<file path="config.mk">
export PLATFORM = sky130hd
export DESIGN_NAME = script_blob_stream_validator_core
export DESIGN_NICKNAME = d
export VERILOG_FILES = /design/src/hw/rtl/sbsv_pkg.sv /design/src/hw/rtl/sbsv_parse.sv /design/src/hw/rtl/sbsv_out_reg.sv /design/src/hw/rtl/script_blob_stream_validator_core.sv
export SDC_FILE = /design/constraint.sdc
export NUM_CORES = 1
export LEC_CHECK = 0
export BUFFER_PORTS_ARGS = -buffer_cell sky130_fd_sc_hd__buf_2
export CAP_MARGIN = 15
export CELL_PAD_IN_SITES_DETAIL_PLACEMENT = 1
export CELL_PAD_IN_SITES_GLOBAL_PLACEMENT = 1
export CORE_MARGIN = 5
export CORE_UTILIZATION = 47
export CTS_BUF_LIST = sky130_fd_sc_hd__clkbuf_4 sky130_fd_sc_hd__clkbuf_8 sky130_fd_sc_hd__clkbuf_16
export DETAILED_ROUTE_END_ITERATION = 7
export HOLD_SLACK_MARGIN = 0.06
export PLACE_DENSITY_LB_ADDON = 0.1
export SYNTH_ARGS = -nofsm -noshare
export SYNTH_HDL_FRONTEND = slang
export SYNTH_SLANG_ARGS = --single-unit
</file>
<file path="constraint.sdc">
create_clock -name clk -period 5.5 [get_ports clk]
set_clock_uncertainty 0.1 [all_clocks]
set_input_delay 1.1 -clock clk [delete_from_list [all_inputs] [get_ports clk]]
set_output_delay 1.1 -clock clk [all_outputs]
set_load 0.05 [all_outputs]
</file>
<file path="src/hw/rtl/sbsv_pkg.sv">
// Package with the shared types, codes and helper functions of the script blob validator.
`timescale 1ns / 1ps
`default_nettype none
package sbsv_pkg;

	// Field kinds, also used as the parser phase
	typedef enum logic [3:0] {
		PH_MAGIC   = 4'd0,
		PH_VERSION = 4'd1,
		PH_COUNT   = 4'd2,
		PH_IDLEN   = 4'd3,
		PH_ID      = 4'd4,
		PH_NAMELEN = 4'd5,
		PH_NAME    = 4'd6,
		PH_SRCLEN  = 4'd7,
		PH_SRC     = 4'd8,
		PH_DONE    = 4'd9
	} phase_t;

	// Fault codes
	typedef enum logic [2:0] {
		F_NONE      = 3'd0,
		F_MAGIC     = 3'd1,
		F_VERSION   = 3'd2,
		F_COUNT     = 3'd3,
		F_SRCLEN    = 3'd4,
		F_BADID     = 3'd5,
		F_TRUNCATED = 3'd6,
		F_TRAILING  = 3'd7
	} fault_t;

	// Register indexes of the configuration channel
	localparam logic [7:0] REG_MAX_ENTRIES    = 8'd0;
	localparam logic [7:0] REG_MAX_ID_LENGTH  = 8'd1;
	localparam logic [7:0] REG_MAX_SRC_LENGTH = 8'd2;

	localparam logic [7:0]  RST_MAX_ENTRIES    = 8'd16;
	localparam logic [7:0]  RST_MAX_ID_LENGTH  = 8'd32;
	localparam logic [31:0] RST_MAX_SRC_LENGTH = 32'd16384;

	// Magic and version bytes, allowed id characters
	localparam logic [7:0] CHAR_S      = 8'h53;
	localparam logic [7:0] CHAR_B      = 8'h42;
	localparam logic [7:0] VERSION_ONE = 8'h01;
	localparam logic [7:0] CHAR_LC_A   = 8'h61;
	localparam logic [7:0] CHAR_LC_Z   = 8'h7a;
	localparam logic [7:0] CHAR_D0     = 8'h30;
	localparam logic [7:0] CHAR_D9     = 8'h39;
	localparam logic [7:0] CHAR_DASH   = 8'h2d;
	localparam logic [7:0] CHAR_UNDER  = 8'h5f;

	// Configuration limits
	typedef struct packed {
		logic [7:0]  max_entries;
		logic [7:0]  max_id_length;
		logic [31:0] max_src_length;
	} cfg_t;

	// Parser state
	typedef struct packed {
		phase_t      phase;
		logic [31:0] remaining;
		logic [31:0] acc;
		logic [7:0]  entries_left;
		logic [7:0]  entry_count;
		logic        id_ok;
		fault_t      fault;
	} state_t;

	localparam state_t STATE_RESET = '{
		phase:        PH_MAGIC,
		remaining:    32'd0,
		acc:          32'd0,
		entries_left: 8'd0,
		entry_count:  8'd0,
		id_ok:        1'b1,
		fault:        F_NONE
	};

	// One result item
	typedef struct packed {
		phase_t     kind;
		logic [7:0] entry_number;
		logic       failed;
		fault_t     fault;
		logic       verdict;
		logic       accepted;
	} result_t;

	// Keep the first fault only
	function automatic fault_t raise_fault(fault_t cur, fault_t code);
		return (cur == F_NONE) ? code : cur;
	endfunction

	function automatic logic id_char_allowed(logic [7:0] c);
		return ((c >= CHAR_LC_A) && (c <= CHAR_LC_Z)) ||
			((c >= CHAR_D0) && (c <= CHAR_D9)) ||
			(c == CHAR_DASH) || (c == CHAR_UNDER);
	endfunction

	// Close an entry: report a bad id, advance counters, pick the next phase
	function automatic state_t finish_entry(state_t s);
		state_t r;
		r = s;
		if (!s.id_ok) begin
			r.fault = raise_fault(s.fault, F_BADID);
		end
		r.entry_count  = s.entry_count + 8'd1;
		r.entries_left = s.entries_left - 8'd1;
		r.id_ok        = 1'b1;
		r.phase        = (r.entries_left == 8'd0) ? PH_DONE : PH_IDLEN;
		return r;
	endfunction

endpackage
`default_nettype wire

</file>
<file path="src/hw/rtl/sbsv_parse.sv">
// Byte parser: state registers and the single-pass next-state and result logic.
`timescale 1ns / 1ps
`default_nettype none
module sbsv_parse (
	input  wire logic             clk,
	input  wire logic             arst_n,
	input  wire logic             take,
	input  wire logic [7:0]       data_byte,
	input  wire logic             end_of_blob,
	input  wire sbsv_pkg::cfg_t   cfg,
	output sbsv_pkg::result_t     res,
	output sbsv_pkg::state_t      state
);
	import sbsv_pkg::*;

	state_t      st_q;
	state_t      nx;
	logic [7:0]  want;
	logic [31:0] acc_next;
	logic [31:0] rem_dec;
	phase_t      kind;

	// Work out the effect of one byte on the parser state
	always_comb begin
		nx       = st_q;
		kind     = st_q.phase;
		want     = (st_q.remaining == 32'd1) ? CHAR_B : CHAR_S;
		acc_next = {st_q.acc[23:0], data_byte};
		rem_dec  = (st_q.remaining != 32'd0) ? (st_q.remaining - 32'd1) : st_q.remaining;
		case (st_q.phase)
			PH_MAGIC: begin
				if (data_byte != want) begin
					nx.fault = raise_fault(nx.fault, F_MAGIC);
				end
				if (st_q.remaining >= 32'd2) begin
					nx.remaining = 32'd0;
					nx.phase     = PH_VERSION;
				end else begin
					nx.remaining = st_q.remaining + 32'd1;
				end
			end
			PH_VERSION: begin
				if (data_byte != VERSION_ONE) begin
					nx.fault = raise_fault(nx.fault, F_VERSION);
				end
				nx.phase = PH_COUNT;
			end
			PH_COUNT: begin
				if (data_byte > cfg.max_entries) begin
					nx.fault = raise_fault(nx.fault, F_COUNT);
				end
				nx.entries_left = data_byte;
				nx.phase        = (data_byte == 8'd0) ? PH_DONE : PH_IDLEN;
			end
			PH_IDLEN: begin
				nx.id_ok     = (data_byte != 8'd0) && (data_byte <= cfg.max_id_length);
				nx.remaining = {24'd0, data_byte};
				nx.phase     = (data_byte == 8'd0) ? PH_NAMELEN : PH_ID;
			end
			PH_ID: begin
				if (!id_char_allowed(data_byte)) begin
					nx.id_ok = 1'b0;
				end
				nx.remaining = st_q.remaining - 32'd1;
				if (nx.remaining == 32'd0) begin
					nx.phase = PH_NAMELEN;
				end
			end
			PH_NAMELEN: begin
				nx.acc = 32'd0;
				if (data_byte == 8'd0) begin
					nx.remaining = 32'd4;
					nx.phase     = PH_SRCLEN;
				end else begin
					nx.remaining = {24'd0, data_byte};
					nx.phase     = PH_NAME;
				end
			end
			PH_NAME: begin
				nx.remaining = st_q.remaining - 32'd1;
				if (nx.remaining == 32'd0) begin
					nx.remaining = 32'd4;
					nx.acc       = 32'd0;
					nx.phase     = PH_SRCLEN;
				end
			end
			PH_SRCLEN: begin
				nx.acc       = acc_next;
				nx.remaining = rem_dec;
				if (rem_dec == 32'd0) begin
					if (acc_next > cfg.max_src_length) begin
						nx.fault = raise_fault(nx.fault, F_SRCLEN);
					end
					nx.remaining = acc_next;
					if (acc_next == 32'd0) begin
						nx = finish_entry(nx);
					end else begin
						nx.phase = PH_SRC;
					end
				end
			end
			PH_SRC: begin
				nx.remaining = st_q.remaining - 32'd1;
				if (nx.remaining == 32'd0) begin
					nx = finish_entry(nx);
				end
			end
			default: begin
				kind     = PH_DONE;
				nx.fault = raise_fault(nx.fault, F_TRAILING);
			end
		endcase
		// Flag an early end of blob
		if (end_of_blob && (nx.phase != PH_DONE)) begin
			nx.fault = raise_fault(nx.fault, F_TRUNCATED);
		end
	end

	// Assemble the result item
	always_comb begin
		res.kind         = kind;
		res.entry_number = st_q.entry_count;
		res.failed       = (nx.fault != F_NONE);
		res.fault        = nx.fault;
		res.verdict      = end_of_blob;
		res.accepted     = end_of_blob && (nx.fault == F_NONE);
	end

	// Advance on each accepted byte; restart after the final byte
	always_ff @(posedge clk or negedge arst_n) begin
		if (!arst_n) begin
			st_q <= STATE_RESET;
		end else if (take) begin
			st_q <= end_of_blob ? STATE_RESET : nx;
		end
	end

	assign state = st_q;

endmodule
`default_nettype wire

</file>
<file path="src/hw/rtl/sbsv_out_reg.sv">
// Result register between the parser and the output stream.
`timescale 1ns / 1ps
`default_nettype none
module sbsv_out_reg (
	input  wire logic              clk,
	input  wire logic              arst_n,
	input  wire logic              in_valid,
	output logic                   in_ready,
	input  wire sbsv_pkg::result_t in_res,
	output logic                   out_valid,
	input  wire logic              out_ready,
	output sbsv_pkg::result_t      out_res
);
	import sbsv_pkg::*;

	logic    valid_q;
	result_t res_q;

	// Take a new result when empty or when the held one leaves this cycle
	assign in_ready  = !valid_q || out_ready;
	assign out_valid = valid_q;
	assign out_res   = res_q;

	always_ff @(posedge clk or negedge arst_n) begin
		if (!arst_n) begin
			valid_q <= 1'b0;
		end else if (in_ready) begin
			valid_q <= in_valid;
		end
	end

	// Hold payload while stalled
	always_ff @(posedge clk) begin
		if (in_ready && in_valid) begin
			res_q <= in_res;
		end
	end

endmodule
`default_nettype wire

</file>
<file path="src/hw/rtl/script_blob_stream_validator_core.sv">
// Top level of the script blob stream validator: ports, configuration registers, checks.
//
// Channel  Direction  Handshake               Payload
// s_*      in         s_tvalid / s_tready     s_tdata = data_byte, s_tlast = end_of_blob
// m_*      out        m_tvalid / m_tready     m_tdata = result fields, m_tuser = field_kind,
//                                             m_tlast = verdict_valid
// cfg_*    in         cfg_valid / cfg_ready   cfg_index, cfg_data
//
// One byte per cycle unless the output stalls: each accepted byte updates the parser state and
// its result lands in the output register in the same cycle. s_tready is low only while a
// result waits in the output register and m_tready is low. Reset clears the parser to the
// magic phase and loads the default limits.
// The parser restarts by itself after each final byte; limits are kept.
`timescale 1ns / 1ps
`default_nettype none
module script_blob_stream_validator_core (
	input  wire logic        clk,
	input  wire logic        arst_n,
	input  wire logic        s_tvalid,
	output logic             s_tready,
	input  wire logic [7:0]  s_tdata,   // [7:0] data_byte
	input  wire logic        s_tlast,
	output logic             m_tvalid,
	input  wire logic        m_tready,
	output logic [15:0]      m_tdata,   // [7:0] entry_number, [8] failed, [11:9] fault_code,
	                                    // [12] accepted, [15:13] zero
	output logic [3:0]       m_tuser,   // [3:0] field_kind
	output logic             m_tlast,
	input  wire logic        cfg_valid,
	output logic             cfg_ready,
	input  wire logic [7:0]  cfg_index,
	input  wire logic [31:0] cfg_data
);
	import sbsv_pkg::*;

	cfg_t    cfg_q;
	result_t res;
	result_t out_res;
	state_t  state;
	logic    take;

	// Configuration writes are always taken
	assign cfg_ready = 1'b1;

	always_ff @(posedge clk or negedge arst_n) begin
		if (!arst_n) begin
			cfg_q.max_entries    <= RST_MAX_ENTRIES;
			cfg_q.max_id_length  <= RST_MAX_ID_LENGTH;
			cfg_q.max_src_length <= RST_MAX_SRC_LENGTH;
		end else if (cfg_valid) begin
			case (cfg_index)
				REG_MAX_ENTRIES:    cfg_q.max_entries    <= cfg_data[7:0];
				REG_MAX_ID_LENGTH:  cfg_q.max_id_length  <= cfg_data[7:0];
				REG_MAX_SRC_LENGTH: cfg_q.max_src_length <= cfg_data;
				default: begin
				end
			endcase
		end
	end

	assign take = s_tvalid && s_tready;

	sbsv_parse u_parse (
		.clk         (clk),
		.arst_n      (arst_n),
		.take        (take),
		.data_byte   (s_tdata),
		.end_of_blob (s_tlast),
		.cfg         (cfg_q),
		.res         (res),
		.state       (state)
	);

	sbsv_out_reg u_out (
		.clk       (clk),
		.arst_n    (arst_n),
		.in_valid  (s_tvalid),
		.in_ready  (s_tready),
		.in_res    (res),
		.out_valid (m_tvalid),
		.out_ready (m_tready),
		.out_res   (out_res)
	);

	// Pack the result transaction
	assign m_tdata = {3'd0, out_res.accepted, out_res.fault, out_res.failed,
		out_res.entry_number};
	assign m_tuser = out_res.kind;
	assign m_tlast = out_res.verdict;

	// Acceptance only on a clean final result
	a_accept_clean: assert property (@(posedge clk) disable iff (!arst_n)
		m_tvalid && out_res.accepted |-> out_res.verdict && (out_res.fault == F_NONE))
		else $error("accepted without clean verdict");

	// Failed flag agrees with the fault code
	a_failed_code: assert property (@(posedge clk) disable iff (!arst_n)
		m_tvalid |-> (out_res.failed == (out_res.fault != F_NONE)))
		else $error("failed flag and fault code disagree");

	// Parser restarts after a final byte
	a_restart: assert property (@(posedge clk) disable iff (!arst_n)
		take && s_tlast |=> (state.phase == PH_MAGIC) && (state.fault == F_NONE))
		else $error("parser did not restart after final byte");

	// Input is never stalled while the output register is empty
	a_no_idle_stall: assert property (@(posedge clk) disable iff (!arst_n)
		!m_tvalid |-> s_tready)
		else $error("input stalled with empty output register");

endmodule
`default_nettype wire
</file>
==> metrics.txt <==
Leakage Power=0.00494 uW; Fin. Hold Viols=0; share of layout cells above drive strength 1=0.177; global-route wire length before repair=47.2 mm; Req. time, crit path=5.57 ns; Post-DP HPWL=20.9 mm; Tcrit/Tclk final=0.910; Metal-1 WL=13.4 mm; num ports=78; synthesized instance count=1,002; fmax=200 MHz; DRC viols=0; number of synthesized register bits=147; Hold Buf Count CTS=0; Max Slew Vio Count=0; core footprint=19,600 sq um; Vias=8,386; post-cts sizing count=0; relative slew slack=0.361; IO buf count=73; chip height=151 um; Chip Width=151 um; CP Class=reg2reg; final setup vio count=0; root buffer cell=clkbuf_16; gr usage total=0.265; Via density=6.27; initial core utilization=0.479; Pre-antenna DRT Iters=5; crit-path max cell delay=0.59 ns; Critical Path AT=5.07 ns; Area Overhead vs Synth=12.9%; DR WL met2=13.6 mm; Critical-path top delay cell=or3b_2; Worst Hold Slack=0.397 ns; cts bufs inserted=17; Largest delay share family, worst path=simple AND/OR/NAND/NOR gates; synthesized area=9390 sq um; setup TNS=0 ns; clk slew on worst S/H paths=0.07 ns; dominant synthesized flop cell=dfrtp_1; sequential area share after synthesis=0.402; critical-path maximum fanout=10; asr flop ratio synth=0.878; worst-path cell chain=inv_1, ha_1, or3b_2, or4_4, o41ai_4, nand2_1, or3_1, o32ai_4, o2111ai_1, a2111o_1, nand2_1, or3b_1; Max-Cap Viols=0; RSZ-0062 raised after global routing=no; number of antenna diodes=0; Layout Nets=1,169; vias in the first global route=8,533; grt total ovfl=0; Setup Buffers After CTS=0; total power draw=4250 uW; count of warnings emitted by yosys=0; Routed wire per std cell=21.9 um; highest metal used=met4; Buf/Inv on CP=1; status=finished, final reports clean; CTS tree=built; fillcell total=2,279; synth unique cells=86; worst vdd ir=0.187 mV; antenna viol nets, final=0; wire length on met3=1.55 mm; Worst-Margin Slew=0.958 ns; number of flops mapped to enable cells by yosys=18; CP Capture Type=flop; Longest Clk Path Bufs=2; clock latency on the worst-skew pair=0.44 ns; H-tree levels=4; Final min period=5.00 ns; hold crit path type=reg2reg; Crit path top cell by count=nand2_1; full die area=22,900 sq um; initial antenna violation count=0; Avg Inst Size Synth=9.37 sq um; clock net sink count=147; routability cong.=0.955; Iter 0 DRT Violations=584; largest net degree at the start of global routing=73; WL final=29.3 mm; cell area power density=400 nW/um^2; Startpoint Class=flop; std cell rows=51
synth_stat cells (all sizes together) (7+ instances only):
master    n  area share
nor3     40       0.023
ha       56       0.075
nand3    28       0.015
mux2     42       0.050
nand2b   17       0.011
nor4     29       0.021
nand2    78       0.031
o21a      7      0.0056
edfxtp   18       0.058
a21o     18       0.014
or4       9      0.0076
a211oi    9      0.0091
nor2b     7      0.0047
dfrtp   125        0.33
o211ai    8      0.0064
xnor2     8      0.0075
and2     11      0.0073
nor2     59       0.024
o21ai    58       0.031
a21oi    46       0.025
inv      73       0.029
buf      17       0.011
nand4    20       0.013
a22o     35       0.033
or3      13      0.0087
clkbuf   35       0.014
a22oi    16       0.013
placed cells by master, fill, tap and decap left out, types with 8 or more instances in the layout:
master / netlist / final
a21o_1: 18 / 18
a21oi_1: 46 / 46
a22o_1: 35 / 35
a22oi_1: 16 / 16
and2_1: 11 / 11
buf_2: 6 / 72
buf_4: 5 / 15
clkbuf_16: 0 / 17
dfrtp_1: 125 / 125
edfxtp_1: 18 / 18
ha_1: 56 / 56
inv_1: 73 / 73
mux2_2: 42 / 42
nand2_1: 78 / 78
nand2b_1: 17 / 17
nand3_1: 28 / 28
nand4_1: 20 / 20
nor2_1: 59 / 59
nor3_1: 39 / 38
nor4_1: 27 / 27
o211ai_1: 8 / 8
o21ai_0: 54 / 54
or3_1: 13 / 13
or4_1: 8 / 8
xnor2_1: 8 / 8
worst register-to-register path, delay by kind of cell (launching register included):
family / cells / cell delay (ns)
AO/OA/AOI/OAI: 4 / 1.46
adder cells (fa/ha/maj): 1 / 0.32
buffers and inverters: 1 / 0.17
flip-flops: 1 / 0.50
AND/OR/NAND/NOR: 6 / 2.18
stage by stage:
stage,utilization,cell area (sq um),std cells,setup slack [ns]
finish,0.541,10600,1337,0.497
global route,0.541,10600,1337,0.253
CTS,0.541,10600,1337,0.517
detailed placement,0.510,9990,1305,0.573
global placement,0.510,9990,1305,0.733
floorplan,-,9400,1004,1.01
kinds of logic (layout without fill, tap and decap cells):
group	count (synthesis)	after routing	share of synthesized area
simple gates	340	340	0.192
buf+inv	126	194	0.0547
flops	147	147	0.402
xor+xnor	12	12	0.0112
mux	48	48	0.0567
other cells	2	4	0.000800
fa+ha+maj	56	56	0.0746
compound gates	271	271	0.208
final timing paths:
check | from | endpoint | slack [ns] | cells after the start
max reg2reg | u_parse.state[52]$_DFFE_PN0P_ | u_out.out_res[5]$_DFFE_PP_ | 0.50 | 12
max | u_parse.state[52]$_DFFE_PN0P_ | u_out.out_res[5]$_DFFE_PP_ | 0.50 | 12
min in group asynchronous | arst_n | cfg_q[21]$_DFFE_PN0P_ | 0.62 | 1
max in group asynchronous | arst_n | u_parse.res[13]$_DFFE_PN0P_ | 3.78 | 2
min reg2reg | u_parse.res[13]$_DFFE_PN0P_ | u_out.out_res[13]$_DFFE_PP_ | 0.40 | 0
min | u_parse.res[13]$_DFFE_PN0P_ | u_out.out_res[13]$_DFFE_PP_ | 0.40 | 0
registers in the layout, indices dropped and copies added (netlist names):
signal	flops
u_parse.res	8
u_out.out_valid	1
u_parse.state	72
cfg_q	48
u_out.out_res	18
power breakdown:
| group | total (uW) | internal (uW) | switching (uW) |
|---|---|---|---|
| combinational | 1710 | 566 | 1140 |
| sequential | 1310 | 1190 | 119 |
| clock | 1230 | 716 | 510 |
| total | 4250 | 2480 | 1770 |
routing by layer:
metal	vias up	GRT usage
met5	-	0
met4	0	0.0852
met3	53	0.0467
met2	270	0.426
met1	4228	0.365
li1	3835	-
cell type report:
cell class	instances	area (sq um)	share of cell area
well taps	265	332	0.0313
multi-input cells	731	5120	0.483
clock buffers	21	468	0.0441
repair buffers	88	493	0.0465
inverters	74	278	0.0262
flip-flops and latches	147	3770	0.356
clock inverters	11	143	0.0135
No activity file was read; power rests on OpenSTA's default activity.
